--- src/rtl/core/hsp_pkg.sv ---
// Shared types, constants and table builders for the hyperbolic squeeze point block.
package hsp_pkg;

    localparam int HYP_DEPTH       = 1024;
    localparam int TRIG_DEPTH      = 1024;
    localparam int COORD_FRAC_BITS = 14;

    localparam int COORD_W  = COORD_FRAC_BITS + 2;
    localparam int INT_W    = 15;
    localparam int ANG_W    = 13;
    localparam int RATIO_W  = 13;
    localparam int CFG_W    = 16;
    localparam int CFG_IDX_W = 2;

    localparam int CTR_W = COORD_W + 1;
    localparam int DIF_W = COORD_W + 2;
    localparam int ROT_W = COORD_W + 3;
    localparam int TRN_W = COORD_W + 6;
    localparam int BCK_W = COORD_W + 7;
    localparam int SUM_W = COORD_W + 8;

    localparam int K_W   = INT_W + RATIO_W - 1;
    localparam int MAG_W = K_W - 1;
    localparam int HI_W  = $clog2(HYP_DEPTH + 1);
    localparam int HN_W  = MAG_W + HI_W + 1;
    localparam int HYP_SH = 25;

    localparam int TURN     = 5760;
    localparam int TN_W     = ANG_W + $clog2(TRIG_DEPTH + 1);
    localparam int RECIP_SH = 32;
    localparam int RECIP_W  = 20;
    localparam longint RECIP = (64'd1 << RECIP_SH) / TURN;
    localparam int QP_W     = TN_W + RECIP_W;
    localparam int Q_W      = $clog2(TRIG_DEPTH + 1);
    localparam int TI_W     = $clog2(TRIG_DEPTH);

    localparam int HYP_W    = 18;
    localparam int TRIG_W   = 18;
    localparam int TAB_FRAC = 16;

    localparam int INT_LIM   = 8192;
    localparam int RATIO_ONE = 4096;

    localparam int PIPE_DEPTH = 8;

    localparam longint unsigned Q28 = 64'd1 << 28;
    localparam longint unsigned TWO_PI_Q28 = 64'd1686629713;

    typedef enum logic [CFG_IDX_W-1:0] {
        CFG_INTENSITY = 2'd0,
        CFG_ANGLE     = 2'd1,
        CFG_CENTER_X  = 2'd2,
        CFG_CENTER_Y  = 2'd3
    } t_cfg_idx;

    typedef struct packed {
        logic signed [COORD_W-1:0] point_x;
        logic signed [COORD_W-1:0] point_y;
        logic        [RATIO_W-1:0] ratio;
        logic signed [COORD_W-1:0] offset_x;
        logic signed [COORD_W-1:0] offset_y;
    } t_req;

    typedef struct packed {
        logic signed [COORD_W-1:0] out_x;
        logic signed [COORD_W-1:0] out_y;
        logic                      saturated;
    } t_rsp;

    typedef struct packed {
        logic signed [INT_W-1:0]   intensity;
        logic        [ANG_W-1:0]   angle;
        logic signed [COORD_W-1:0] center_x;
        logic signed [COORD_W-1:0] center_y;
    } t_cfg;

    typedef struct packed {
        logic                      byp;
        logic signed [COORD_W-1:0] px;
        logic signed [COORD_W-1:0] py;
        logic signed [CTR_W-1:0]   cx;
        logic signed [CTR_W-1:0]   cy;
        logic signed [DIF_W-1:0]   dx;
        logic signed [DIF_W-1:0]   dy;
    } t_geo;

    typedef struct packed {
        logic [HI_W-1:0] hi;
        logic            ksign;
        logic [TI_W-1:0] ti;
        t_geo            geo;
    } t_idx;

    typedef struct packed {
        logic        [HYP_W-1:0]  ch;
        logic        [HYP_W-1:0]  sh;
        logic                     ksign;
        logic signed [TRIG_W-1:0] sa;
        logic signed [TRIG_W-1:0] ca;
    } t_coef;

    typedef logic        [HYP_W-1:0]  t_hyp_tab  [0:HYP_DEPTH];
    typedef logic signed [TRIG_W-1:0] t_trig_tab [0:TRIG_DEPTH-1];

    // unsigned quotient by shift and subtract, used by the table builders
    function automatic longint unsigned udiv64(input longint unsigned num,
                                               input longint unsigned den);
        longint unsigned quo;
        longint unsigned part;
        quo  = '0;
        part = '0;
        for (int b = 63; b >= 0; b--) begin
            part = {part[62:0], num[b]};
            if (part >= den) begin
                part   = part - den;
                quo[b] = 1'b1;
            end
        end
        return quo;
    endfunction

    // cosh/sinh of 2*i/HYP_DEPTH in Q.16
    function automatic t_hyp_tab build_hyp(input bit want_sinh);
        t_hyp_tab          tab;
        longint unsigned   x;
        longint unsigned   e;
        longint unsigned   t;
        longint unsigned   em;
        longint unsigned   v;
        for (int i = 0; i <= HYP_DEPTH; i++) begin
            x = (longint'(i) << 29) / HYP_DEPTH;
            e = Q28;
            t = Q28;
            for (int n = 1; n < 48; n++) begin
                t = udiv64((t * x) >> 28, 64'(n));
                if (t == 0) break;
                e = e + t;
            end
            em = udiv64((64'd1 << 56) + e / 2, e);
            if (want_sinh) v = (((e - em) / 2) + 2048) >> 12;
            else           v = (((e + em) / 2) + 2048) >> 12;
            tab[i] = v[HYP_W-1:0];
        end
        return tab;
    endfunction

    // sin/cos of i/TRIG_DEPTH turn in Q.16
    function automatic t_trig_tab build_trig(input bit want_cos);
        t_trig_tab         tab;
        longint unsigned   p;
        longint unsigned   q;
        longint unsigned   r;
        longint unsigned   th;
        longint unsigned   t;
        longint            s;
        longint            c;
        longint            sv;
        longint            cv;
        for (int i = 0; i < TRIG_DEPTH; i++) begin
            p  = (longint'(i) << 32) / TRIG_DEPTH;
            q  = (p >> 30) & 64'd3;
            r  = p & ((64'd1 << 30) - 1);
            th = (r * TWO_PI_Q28) >> 32;
            t  = Q28;
            s  = 0;
            c  = longint'(Q28);
            for (int n = 1; n < 40; n++) begin
                t = udiv64((t * th) >> 28, 64'(n));
                if (t == 0) break;
                if (n % 2 == 1) begin
                    if ((n / 2) % 2 == 1) s = s - longint'(t);
                    else                  s = s + longint'(t);
                end else begin
                    if ((n / 2) % 2 == 1) c = c - longint'(t);
                    else                  c = c + longint'(t);
                end
            end
            s = (s + 2048) >>> 12;
            c = (c + 2048) >>> 12;
            if (s > 65536)  s = 65536;
            if (s < -65536) s = -65536;
            if (c > 65536)  c = 65536;
            if (c < -65536) c = -65536;
            case (q)
                64'd0:   begin sv = s;  cv = c;  end
                64'd1:   begin sv = c;  cv = -s; end
                64'd2:   begin sv = -s; cv = -c; end
                default: begin sv = -c; cv = s;  end
            endcase
            if (want_cos) tab[i] = cv[TRIG_W-1:0];
            else          tab[i] = sv[TRIG_W-1:0];
        end
        return tab;
    endfunction

endpackage

--- src/rtl/core/hsp_index.sv ---
// Front stages: strength, center, difference, hyperbolic and trig table indexes.
module hsp_index (
    input  logic         i_clk,
    input  logic         i_en,
    input  hsp_pkg::t_req i_req,
    input  hsp_pkg::t_cfg i_cfg,
    output hsp_pkg::t_idx o_idx
);
    import hsp_pkg::*;

    localparam logic signed [INT_W-1:0] INT_MAX = INT_W'(INT_LIM);
    localparam logic signed [INT_W-1:0] INT_MIN = -INT_W'(INT_LIM);
    localparam int HALF_TURN = TURN / 2;

    logic signed [INT_W-1:0]   int_c;
    logic        [RATIO_W-1:0] ratio_c;
    logic signed [K_W+1:0]     k_full;
    logic        [ANG_W-1:0]   ang_r;
    logic        [TN_W-1:0]    tnum;
    t_geo                      geo1;

    logic signed [K_W-1:0] r_k1;
    logic        [TN_W-1:0] r_tn1;
    t_geo                   r_geo1;

    logic [MAG_W-1:0]  mag;
    logic [HN_W-1:0]   hnum;
    logic [HN_W-HYP_SH-1:0] hi_raw;
    logic [HI_W-1:0]   hi2;
    logic [QP_W-1:0]   qprod;

    logic [HI_W-1:0]   r_hi2;
    logic              r_ks2;
    logic [Q_W-1:0]    r_q2;
    logic [TN_W-1:0]   r_tn2;
    t_geo              r_geo2;

    logic [TN_W:0]     rem;
    logic [Q_W-1:0]    q3;
    logic [Q_W-1:0]    qw;

    t_idx r_idx;

    always_comb begin
        int_c = i_cfg.intensity;
        if (i_cfg.intensity > INT_MAX)      int_c = INT_MAX;
        else if (i_cfg.intensity < INT_MIN) int_c = INT_MIN;
        ratio_c = (i_req.ratio > RATIO_W'(RATIO_ONE)) ? RATIO_W'(RATIO_ONE) : i_req.ratio;
        k_full  = int_c * $signed({1'b0, ratio_c});
        ang_r   = (i_cfg.angle >= ANG_W'(TURN)) ? i_cfg.angle - ANG_W'(TURN) : i_cfg.angle;
        tnum    = TN_W'(ang_r) * TN_W'(TRIG_DEPTH) + TN_W'(HALF_TURN);
        geo1.byp = (i_cfg.intensity == '0) || (i_req.ratio == '0);
        geo1.px  = i_req.point_x;
        geo1.py  = i_req.point_y;
        geo1.cx  = CTR_W'(i_cfg.center_x) + CTR_W'(i_req.offset_x);
        geo1.cy  = CTR_W'(i_cfg.center_y) + CTR_W'(i_req.offset_y);
        geo1.dx  = DIF_W'(i_req.point_x) - DIF_W'(geo1.cx);
        geo1.dy  = DIF_W'(i_req.point_y) - DIF_W'(geo1.cy);
    end

    always_ff @(posedge i_clk) begin
        if (i_en) begin
            r_k1   <= k_full[K_W-1:0];
            r_tn1  <= tnum;
            r_geo1 <= geo1;
        end
    end

    always_comb begin
        mag    = r_k1[K_W-1] ? MAG_W'(-r_k1) : MAG_W'(r_k1);
        hnum   = HN_W'(mag) * HN_W'(HYP_DEPTH) + (HN_W'(1) << (HYP_SH - 1));
        hi_raw = hnum[HN_W-1:HYP_SH];
        hi2    = (hi_raw > (HN_W-HYP_SH)'(HYP_DEPTH)) ? HI_W'(HYP_DEPTH) : HI_W'(hi_raw);
        qprod  = QP_W'(r_tn1) * QP_W'(RECIP);
    end

    always_ff @(posedge i_clk) begin
        if (i_en) begin
            r_hi2  <= hi2;
            r_ks2  <= r_k1[K_W-1];
            r_q2   <= Q_W'(qprod[QP_W-1:RECIP_SH]);
            r_tn2  <= r_tn1;
            r_geo2 <= r_geo1;
        end
    end

    // one correction step after the reciprocal estimate
    always_comb begin
        rem = (TN_W+1)'(r_tn2) - (TN_W+1)'(r_q2) * (TN_W+1)'(TURN);
        q3  = (rem >= (TN_W+1)'(TURN)) ? r_q2 + Q_W'(1) : r_q2;
        qw  = (q3 >= Q_W'(TRIG_DEPTH)) ? q3 - Q_W'(TRIG_DEPTH) : q3;
    end

    always_ff @(posedge i_clk) begin
        if (i_en) begin
            r_idx.hi    <= r_hi2;
            r_idx.ksign <= r_ks2;
            r_idx.ti    <= TI_W'(qw);
            r_idx.geo   <= r_geo2;
        end
    end

    assign o_idx = r_idx;

endmodule

--- config.mk ---
export PLATFORM = sky130hd
export DESIGN_NAME = hsp_index
export DESIGN_NICKNAME = d
export VERILOG_FILES = /design/src/rtl/core/hsp_pkg.sv /design/src/rtl/core/hsp_index.sv
export SDC_FILE = /design/constraint.sdc
export NUM_CORES = 1
export LEC_CHECK = 0
export BUFFER_PORTS_ARGS = -buffer_cell sky130_fd_sc_hd__buf_4
export CAP_MARGIN = 40
export CELL_PAD_IN_SITES_DETAIL_PLACEMENT = 0
export CELL_PAD_IN_SITES_GLOBAL_PLACEMENT = 1
export CORE_AREA = 4 4 224 314
export DETAILED_ROUTE_END_ITERATION = 16
export DIE_AREA = 0 0 228 318
export PLACE_DENSITY = 0.84
export SYNTH_ARGS = -nofsm -noshare
export SYNTH_HDL_FRONTEND = slang
export SYNTH_SLANG_ARGS = --single-unit
--- constraint.sdc ---
create_clock -name i_clk -period 13.15 [get_ports i_clk]
set_clock_uncertainty 0.2 [all_clocks]
set_input_delay 2.63 -clock i_clk [delete_from_list [all_inputs] [get_ports i_clk]]
set_output_delay 2.63 -clock i_clk [all_outputs]
set_load 0.005 [all_outputs]
Yosys cells after proc, flatten, opt, wreduce, memory -nomap -nowiden
Cells that the tools add are included.

Output and inout port bits: 125. Input bits: 139. Flip-flop bits (word level): 429.

Mux-type cells: 7. Reductions and logical operators: 3. Order comparisons: 7. Multipliers: 3. Add/subtract/negate cells: 11.

Operator list (count): $mul 24x19->42 const B (1); $add 36x25->37 const B (1); $sub 16x17->18 (2); $add 16x16->17 (2); $mux 15 (2); $mul 15x14->27 (1); $mux 13 (2); $mux 26 (1); $neg 26->26 (1); $ge 25x13->1 const B (1); $sub 24x24->25 (1); $add 23x12->24 const B (1); $mul 11x6->17 const B (1); $gt 15x15->1 const B (1); $logic_not 15->1 (1); $lt 15x14->1 const B (1); $ge 13x13->1 const B (1); $gt 13x13->1 const B (1); $logic_not 13->1 (1); $sub 13x13->13 const B (1); $gt 12x11->1 const B (1); $add 11x1->11 const B (1); $ge 11x11->1 const B (1); $mux 11 (1); 3 further kinds (3).

Longest topological paths before layout
Gate-level depths: netlist of run 1.

Depth after elaboration: 6. Mapped depth: 30. Gate-level depth less buffers: 27.

Least setup slack after synthesis of run 1
OpenSTA, ideal clock, no wires.

Path kind: input -> register. From: in i_cfg[59] (netlist name). To: reg r_k1[26] (data pin). Path slack: 3523 ps. Cell stages on the path: 28. Required time: 12792 ps. Setup time: 158 ps. Data arrival time: 9269 ps. Buffers on the path: 3. Path through: clkbuf_1 clkinv_1 nor2_1 a21oi_1 clkbuf_1 clkbuf_1 nand2_1 nor2_1 fa_1 inv_1 fa_1 inv_1 fa_1 fa_1 fa_1 inv_1 fa_1 inv_1 ha_1 a21o_1 nor2_1 a31oi_1 a21oi_1 o311ai_1 and3_1 or3_1 a2111o_1 o211ai_1.

Longest elaborated chain between the ends: 4. Elaborated cells between the ends (all ways): 5. Classes of those cells: mul: 1; order compare: 2; mux: 2.

RTL lines: from (decl) (line hsp_index.sv:6) `input hsp_pkg::t_cfg i_cfg,`; $lt 15x14->1 (line hsp_index.sv:47) `else if (i_cfg.intensity < INT_MIN) int_c = INT_MIN;`; $mux 15 (line hsp_index.sv:47); $mux 15 * (line hsp_index.sv:46) `if (i_cfg.intensity > INT_MAX) int_c = INT_MAX;`; $mul 15x14->27 * (line hsp_index.sv:49) `k_full = int_c * $signed({1'b0, ratio_c});`; named net k_full[26] (line hsp_index.sv:17) `logic signed [K_W+1:0] k_full;`; to (signal assigned) (line hsp_index.sv:63) `r_k1 <= k_full[K_W-1:0];`; to (decl) (line hsp_index.sv:22) `logic signed [K_W-1:0] r_k1;`.

The timed path passes the listed nets; every way through them passes the cells marked *. A chain may end at the register's enable or synchronous reset.

Worst setup path in the final report of run 1
From: in i_cfg[56] (netlist name). To: reg r_k1[25] (data pin).

Same word-level chain as after synthesis.

==> flow_metrics.py, run 1 <==
metrics = {
    "clock_network": {
        "clock_sinks": 409,
        "clk_latency_ns": 0.57,
        "postCtsResizedCells": 0,
        "cts-hold-fix-buffers": 0,
        "cts_made_buffers": 42,
        "postCtsSetupBuffers": 0,
        "level_count_of_the_clock_h_tree": 2,
        "cts.root.buffer_cell": "sky130_fd_sc_hd__clkbuf_16",
        "clock_tree_from_tritoncts": "yes",
        "clkSlewWorstSetupHoldPaths_ns": 0.07,
        "cts_buffer_depth": 3,
    },
    "route": {
        "drt_wl_total_mm": 69.25,
        "drt_iter0_drc": 954,
        "avgViaCountPerCell": 5.188,
        "wire_per_inst_um": 18.54,
        "detail_route.drc_violations": 0,
        "drt.antenna.violating_nets": 0,
        "num_vias": 19380,
        "detail_route.first_pass.iterations": 6,
    },
    "layout": {
        "number_of_nets_in_the_finished_design": 3574,
        "areaGrowthSynthToFinish_pct": 14.37,
        "ratio_of_cells_with_drive_above_1_in_the_final_layout_pct": 12.99,
    },
    "grt": {
        "first_global_vias": 21300,
        "grt_pass1_wl_mm": 111.1,
        "gr-usage-all-layers_pct": 19.11,
        "grt_max_degree": 141,
        "antenna_found_initial": 2,
        "gr-total-overflow": 0,
    },
    "job": {
        "maxCapViolCount": 0,
    },
    "logic_synthesis": {
        "postSynthAreaPerCell_um2": 11.76,
        "yosysWarnings": 0,
        "synthArstFlopShare_pct": 0,
        "ys_dominant_reg_cell": "sky130_fd_sc_hd__edfxtp_1",
        "synth-seq-cells": 409,
        "synth.net_count": 3301,
        "post_synth_instance_area_um2": 30200,
        "library_cells_used_by_synthesis": 81,
        "seq_area_frac_synth_pct": 40.67,
        "synthCells": 2568,
        "synth-edff-count": 409,
    },
    "min_path": {
        "min-delay-path-class": "register to register",
    },
    "sta": {
        "fmaxAchievable_mhz": 105.3,
        "hold_viol_final": 0,
        "timing.final.max_slew_violations": 0,
        "worst_slew_margin_rel_pct": 34.88,
        "worst_slew_pin_slew_ns": 0.9768,
        "setup_ws_ns": 3.656,
        "finalSetupTns_ns": 0,
        "min_period_ns": 9.494,
        "grt_setup_unrepaired": "false",
        "setup_violators_final": 0,
        "timing.final.crit_share_pct": 72.19,
    },
    "setup_path": {
        "worstRegToRegCells": 26,
        "endpoint_kind": "register",
        "cp_slowest_stage_delay_ns": 0.81,
        "path_class": "primary input to register",
        "setup.reg_to_reg.worst_slack_ns": 6.53,
        "worst_ep_arrival_time_ns": 9.61,
        "worstPathMaxFanout": 36,
        "worst_ep_required_time_ns": 13.27,
        "timing.critical_path.to": "r_k1[25]",
        "regToRegStartpoint": "r_q2[2]",
        "setup.worst_path.start": "i_cfg[56]",
        "crit-reg2reg-capture": "o_idx[108]",
        "cpMaxStageDelayCell": "sky130_fd_sc_hd__o41ai_1",
        "setup.worst_path.start_class": "primary input",
        "critical_path.most_common_cell": "sky130_fd_sc_hd__fa_1",
    },
    "status": {
        "outcome": "complete, no violations",
    },
    "floorplanning": {
        "start_util_pct": 44.77,
        "core_um2": 67440,
        "die_height_um": 318,
        "rows": 113,
        "io-pin-count": 264,
        "die_area_um2": 72500,
        "die_x_um": 228,
    },
    "place": {
        "dp_hpwl_mm": 56.52,
        "gp_routability_congestion": 0.9775,
        "pre_cts_slack_ns": 3.019,
        "place.port_buffers": 263,
    },
}
-- worst max-delay path, delay by kind of cell --
family | cells | cell delay [ns]
AO/OA/AOI/OAI | 7 | 1.72
XOR/XNOR | 1 | 0.12
adder cells (fa/ha/maj) | 7 | 3.44
buffers and inverters | 5 | 0.57
AND/OR/NAND/NOR | 5 | 1.10
-- synthesized netlist by cell type (6+ instances only) --
cell / instances / area [um^2]
sky130_fd_sc_hd__a211oi_1: 11 / 82.58
sky130_fd_sc_hd__nand2_1: 153 / 574.3
sky130_fd_sc_hd__a211o_1: 6 / 52.55
sky130_fd_sc_hd__o31a_1: 7 / 61.31
sky130_fd_sc_hd__clkbuf_1: 38 / 142.6
sky130_fd_sc_hd__and2_1: 16 / 100.1
sky130_fd_sc_hd__xor2_1: 55 / 481.7
sky130_fd_sc_hd__nand4_1: 15 / 93.84
sky130_fd_sc_hd__and3_1: 30 / 187.7
sky130_fd_sc_hd__xnor2_1: 105 / 919.6
sky130_fd_sc_hd__or2_2: 9 / 56.30
sky130_fd_sc_hd__edfxtp_1: 409 / 12280
sky130_fd_sc_hd__a21o_1: 36 / 270.3
sky130_fd_sc_hd__ha_1: 302 / 3779
sky130_fd_sc_hd__nor3_1: 35 / 175.2
sky130_fd_sc_hd__nor2b_1: 20 / 125.1
sky130_fd_sc_hd__nand3_1: 32 / 160.2
sky130_fd_sc_hd__nor4_1: 14 / 87.58
sky130_fd_sc_hd__nand2b_1: 25 / 156.4
sky130_fd_sc_hd__nor3b_1: 8 / 60.06
sky130_fd_sc_hd__a21boi_0: 7 / 52.55
sky130_fd_sc_hd__o31ai_1: 6 / 45.04
sky130_fd_sc_hd__o21ai_0: 32 / 160.2
sky130_fd_sc_hd__o21bai_1: 17 / 127.6
sky130_fd_sc_hd__a31oi_1: 16 / 100.1
sky130_fd_sc_hd__o21a_1: 18 / 135.1
sky130_fd_sc_hd__inv_1: 472 / 1772
sky130_fd_sc_hd__nor2_1: 186 / 698.2
sky130_fd_sc_hd__or3_1: 13 / 81.33
sky130_fd_sc_hd__a21oi_1: 76 / 380.4
sky130_fd_sc_hd__o211ai_1: 9 / 67.56
sky130_fd_sc_hd__fa_1: 292 / 5846
-- placed cells by master (no fill, tap or decap), drive strengths merged, types with 14 or more instances in the layout --
cell and instances:
a21o 38, a21oi 76, a31oi 17, and2 17, and3 31, buf 277, clkbuf 46, clkinv 20
edfxtp 409, fa 292, ha 302, inv 478, nand2 153, nand2b 25, nand3 32, nand4 15
nor2 186, nor2b 20, nor3 35, nor4 14, o21a 18, o21ai 33, o21bai 17, xnor2 105
xor2 55
-- layer usage --
metal  part of all wire [%]  wire, um  up-vias  global-route usage [%]
met2                     54     37450      479                   36.46
met5                      0         0        -                       0
met3                    4.4      3028      162                   2.955
met1                     36     24950     9547                   20.34
met4                    5.5      3822        0                   9.394
li1                       -         -     9195                       -
-- sequential cells by signal, summed over array words and instances (netlist names) --
signal,cells
r_tn2,14
r_geo2,103
r_ks2,1
o_idx,125
r_k1,27
r_geo1,103
r_hi2,11
r_tn1,14
r_q2,11
-- stage by stage --
stage | util, % | cells | instance area (um^2) | hold WS [ns]
6_report | 51.21 | 3736 | 34540 | 0.2065
5_1_grt | 51.21 | 3736 | 34540 | 0.2208
4_1_cts | 51.20 | 3734 | 34530 | 0.2135
3_5_place_dp | 49.21 | 3659 | 33190 | 0.2045
3_3_place_gp | 49.08 | 3652 | 33100 | 0.2007
2_1_floorplan | - | 2568 | 30200 | 0.2003
-- area by class of cell --
cell class,instances,area (um^2)
Multi-Input combinational cell,1638,15930
Clock inverter,29,277.8
Sequential cell,409,12280
Timing Repair Buffer,277,2125
Antenna cell,2,5.005
Clock buffer,46,1066
Fill cell,5860,32910
Tap cell,862,1079
Inverter,473,1775
-- logic make-up after synthesis --
kind of cell | after synthesis | share of synthesized area (%)
buffers and inverters | 521 | 6.584
flip-flops | 409 | 40.67
AO/OA/AOI/OAI | 303 | 7.056
multiplexers | 3 | 0.09945
XOR/XNOR | 160 | 4.641
other | 1 | 0.01242
adder cells (fa/ha/maj) | 594 | 31.87
AND/OR/NAND/NOR | 577 | 9.062
-- worst min-delay path by stage --
stage | end | slack, ns | start | depth (start not counted)
final | o_idx[57] | 0.21 | r_geo2[57] | 0
after floorplan | o_idx[0] | 0.20 | r_geo2[0] | 0
after global routing | r_geo2[28] | 0.22 | r_geo1[28] | 0
after CTS | r_geo2[87] | 0.21 | r_geo1[87] | 0
after detailed placement | o_idx[117] | 0.20 | r_hi2[3] | 0
after global placement | r_geo2[38] | 0.20 | r_geo1[38] | 0
Power of run 1 is left out: the tool's default activity adds up to more than one toggle a clock period on the data nets, which glitch-free logic cannot reach.
==> inputs of run 2 (changes only) <==
- PLACE_DENSITY: 0.84 -> 0.87
- clock period: 13.15 -> 8.24 ns (I/O delays scaled with it)
==> flow_metrics.py, run 2 (synthesis gave the netlist of run 1 again) <==
metrics = {
    "status": {
        "outcome": "complete, no violations",
    },
    "grt": {
        "gr-usage-all-layers_pct": 19.28,
        "grt_pass1_wl_mm": 112.6,
        "grt_max_degree": 142,
        "antenna_found_initial": 3,
        "gr-total-overflow": 0,
        "first_global_vias": 21890,
    },
    "setup_path": {
        "worstRegToRegCells": 26,
        "crit-reg2reg-capture": "o_idx[108]",
        "critical_path.most_common_cell": "sky130_fd_sc_hd__fa_1",
        "endpoint_kind": "register",
        "critical_path.n_buffers_inverters": 6,
        "setup.worst_path.start_class": "primary input",
        "setup.reg_to_reg.worst_slack_ns": 1.62,
        "worst_ep_arrival_time_ns": 8.05,
        "regToRegStartpoint": "r_q2[2]",
        "worst_ep_required_time_ns": 8.37,
        "cpMaxStageDelayCell": "sky130_fd_sc_hd__fa_1",
        "path_class": "primary input to register",
        "cp_slowest_stage_delay_ns": 0.53,
        "timing.critical_path.max_delay_family": "adder cells",
        "setup.worst_path.start": "i_cfg[50]",
        "worstPathMaxFanout": 10,
    },
    "layout": {
        "postLayoutCellArea_um2": 35390,
        "number_of_nets_in_the_finished_design": 3681,
        "final_common_cell": "sky130_fd_sc_hd__inv_1",
        "areaGrowthSynthToFinish_pct": 17.19,
        "largest_reg_flops": 125,
        "final-seq-area_um2": 12280,
        "utilization_pct": 52.47,
        "fillers": 5699,
        "area_of_combinational_cells_with_multiple_inputs_um2": 15990,
        "ratio_of_cells_with_drive_above_1_in_the_final_layout_pct": 16.53,
        "finalNonFillerCells": 3842,
        "most-common-layout-cells": "472 x sky130_fd_sc_hd__inv_1, 409 x sky130_fd_sc_hd__edfxtp_1, 378 x sky130_fd_sc_hd__buf_4",
    },
    "route": {
        "wire_per_inst_um": 17.98,
        "drt_wl_total_mm": 69.07,
        "drt_iter0_drc": 1032,
        "drt.antenna.violating_nets": 0,
        "avgViaCountPerCell": 5.139,
        "detail_route.drc_violations": 0,
        "num_vias": 19740,
        "detail_route.first_pass.iterations": 5,
    },
    "clock_network": {
        "clock_sinks": 409,
        "level_count_of_the_clock_h_tree": 2,
        "cts.root.buffer_cell": "sky130_fd_sc_hd__clkbuf_16",
        "cts_buffer_depth": 3,
        "cts-hold-fix-buffers": 0,
        "clkSlewWorstSetupHoldPaths_ns": 0.07,
        "clk_latency_ns": 0.58,
        "cts_made_buffers": 42,
        "clock_tree_from_tritoncts": "yes",
    },
    "sta": {
        "fmaxAchievable_mhz": 126.2,
        "timing.final.crit_share_pct": 96.18,
        "worst_slew_margin_rel_pct": 28.54,
        "hold_viol_final": 0,
        "setup_violators_final": 0,
        "worst_slew_pin_slew_ns": 1.072,
        "min_period_ns": 7.926,
        "timing.final.max_slew_violations": 0,
    },
    "place": {
        "gp_routability_congestion": 0.9512,
        "dp_cells": 3765,
        "detailed_place.area_um2": 34050,
        "place.port_buffers": 263,
        "dp_hpwl_mm": 57.10,
    },
    "min_path": {
        "min-delay-path-class": "register to register",
        "timing.hold.worst.start": "r_geo2[44]",
        "hold_end": "o_idx[44]",
        "worst_hold_path.num_cells": 0,
    },
    "floorplanning": {
        "die_height_um": 318,
        "die_area_um2": 72500,
        "core_um2": 67440,
        "io-pin-count": 264,
        "rows": 113,
        "start_util_pct": 44.77,
        "die_x_um": 228,
    },
    "job": {
        "maxCapViolCount": 0,
    },
}
==> run 2: cell count changes in the layout (fill, tap and decap cells not counted), moves of 3 or more <==
cell                       previous run  this run
sky130_fd_sc_hd__buf_12               0         4
sky130_fd_sc_hd__buf_4              273       378
sky130_fd_sc_hd__clkinv_2             7         4
sky130_fd_sc_hd__inv_6                5         2
sky130_fd_sc_hd__nor2_1             186       180
sky130_fd_sc_hd__nor2_2               0         6
==> run 2: cell type report <==
type / count / area share (%)
clock buffer: 46 / 3.013
clock inverter: 27 / 0.6223
timing repair buffer: 384 / 8.366
tap: 862 / 3.048
multi-input combinational: 1638 / 45.19
inverter: 473 / 5.031
sequential: 409 / 34.71
antenna: 3 / 0.02121
==> run 2: repair_timing <==
item	4_1_cts	5_1_grt
buffers inserted	0	1
endpoints found under the setup margin	0	2
resized for setup	0	13
==> run 2: how the worst max path moves through the flow <==
stage	endpoint	slack (ns)	depth (start not counted)
6_report	r_k1[25]	0.31	27
5_1_grt	r_k1[26]	-0.0005	30
4_1_cts	r_k1[25]	0.23	26
3_5_place_dp	r_k1[25]	-0.42	26
3_3_place_gp	r_k1[26]	-0.31	28
2_1_floorplan	r_k1[26]	0.02	30
==> run 2: through the flow <==
step | setup TNS [ns] | setup WS [ns] | hold WS, ns
finish | 0 | 0.3145 | 0.2146
global route | -0.0005045 | -0.0005045 | 0.2192
CTS | 0 | 0.2262 | 0.2136
detailed placement | -1.467 | -0.4177 | 0.2045
global placement | -0.9520 | -0.3108 | 0.2006
floorplan | 0 | 0.01837 | 0.2003
==> run 2: worst register-to-register path, cell delays in order, from the launching register on <==
cell and delay [ns]:
sky130_fd_sc_hd__edfxtp_1 0.53, sky130_fd_sc_hd__ha_1 0.39, sky130_fd_sc_hd__ha_1 0.29, sky130_fd_sc_hd__inv_1 0.05
sky130_fd_sc_hd__fa_1 0.50, sky130_fd_sc_hd__inv_1 0.05, sky130_fd_sc_hd__ha_1 0.21, sky130_fd_sc_hd__fa_1 0.40
sky130_fd_sc_hd__a21o_1 0.17, sky130_fd_sc_hd__a21oi_1 0.21, sky130_fd_sc_hd__o21bai_1 0.10, sky130_fd_sc_hd__a21oi_1 0.22
sky130_fd_sc_hd__nor2b_1 0.07, sky130_fd_sc_hd__o21a_1 0.18, sky130_fd_sc_hd__nor2_1 0.11, sky130_fd_sc_hd__xor2_1 0.21
sky130_fd_sc_hd__ha_1 0.34, sky130_fd_sc_hd__o21ai_0 0.30, sky130_fd_sc_hd__nor2_1 0.11, sky130_fd_sc_hd__a221oi_1 0.34
sky130_fd_sc_hd__nand4_1 0.13, sky130_fd_sc_hd__nor4_1 0.24, sky130_fd_sc_hd__o2111ai_1 0.27, sky130_fd_sc_hd__a2111oi_2 0.26
sky130_fd_sc_hd__buf_4 0.24, sky130_fd_sc_hd__nor4b_1 0.09, sky130_fd_sc_hd__xor2_1 0.15
==> run 2: routing by layer <==
metal	up-vias	global-route usage (%)	share of wire (%)
li1	9404	-	-
met1	9699	20.00	35
met2	456	37.63	56
met3	184	2.821	3.9
met4	0	9.176	5.5
met5	-	0	0
Power of run 2 is left out for the same reason.
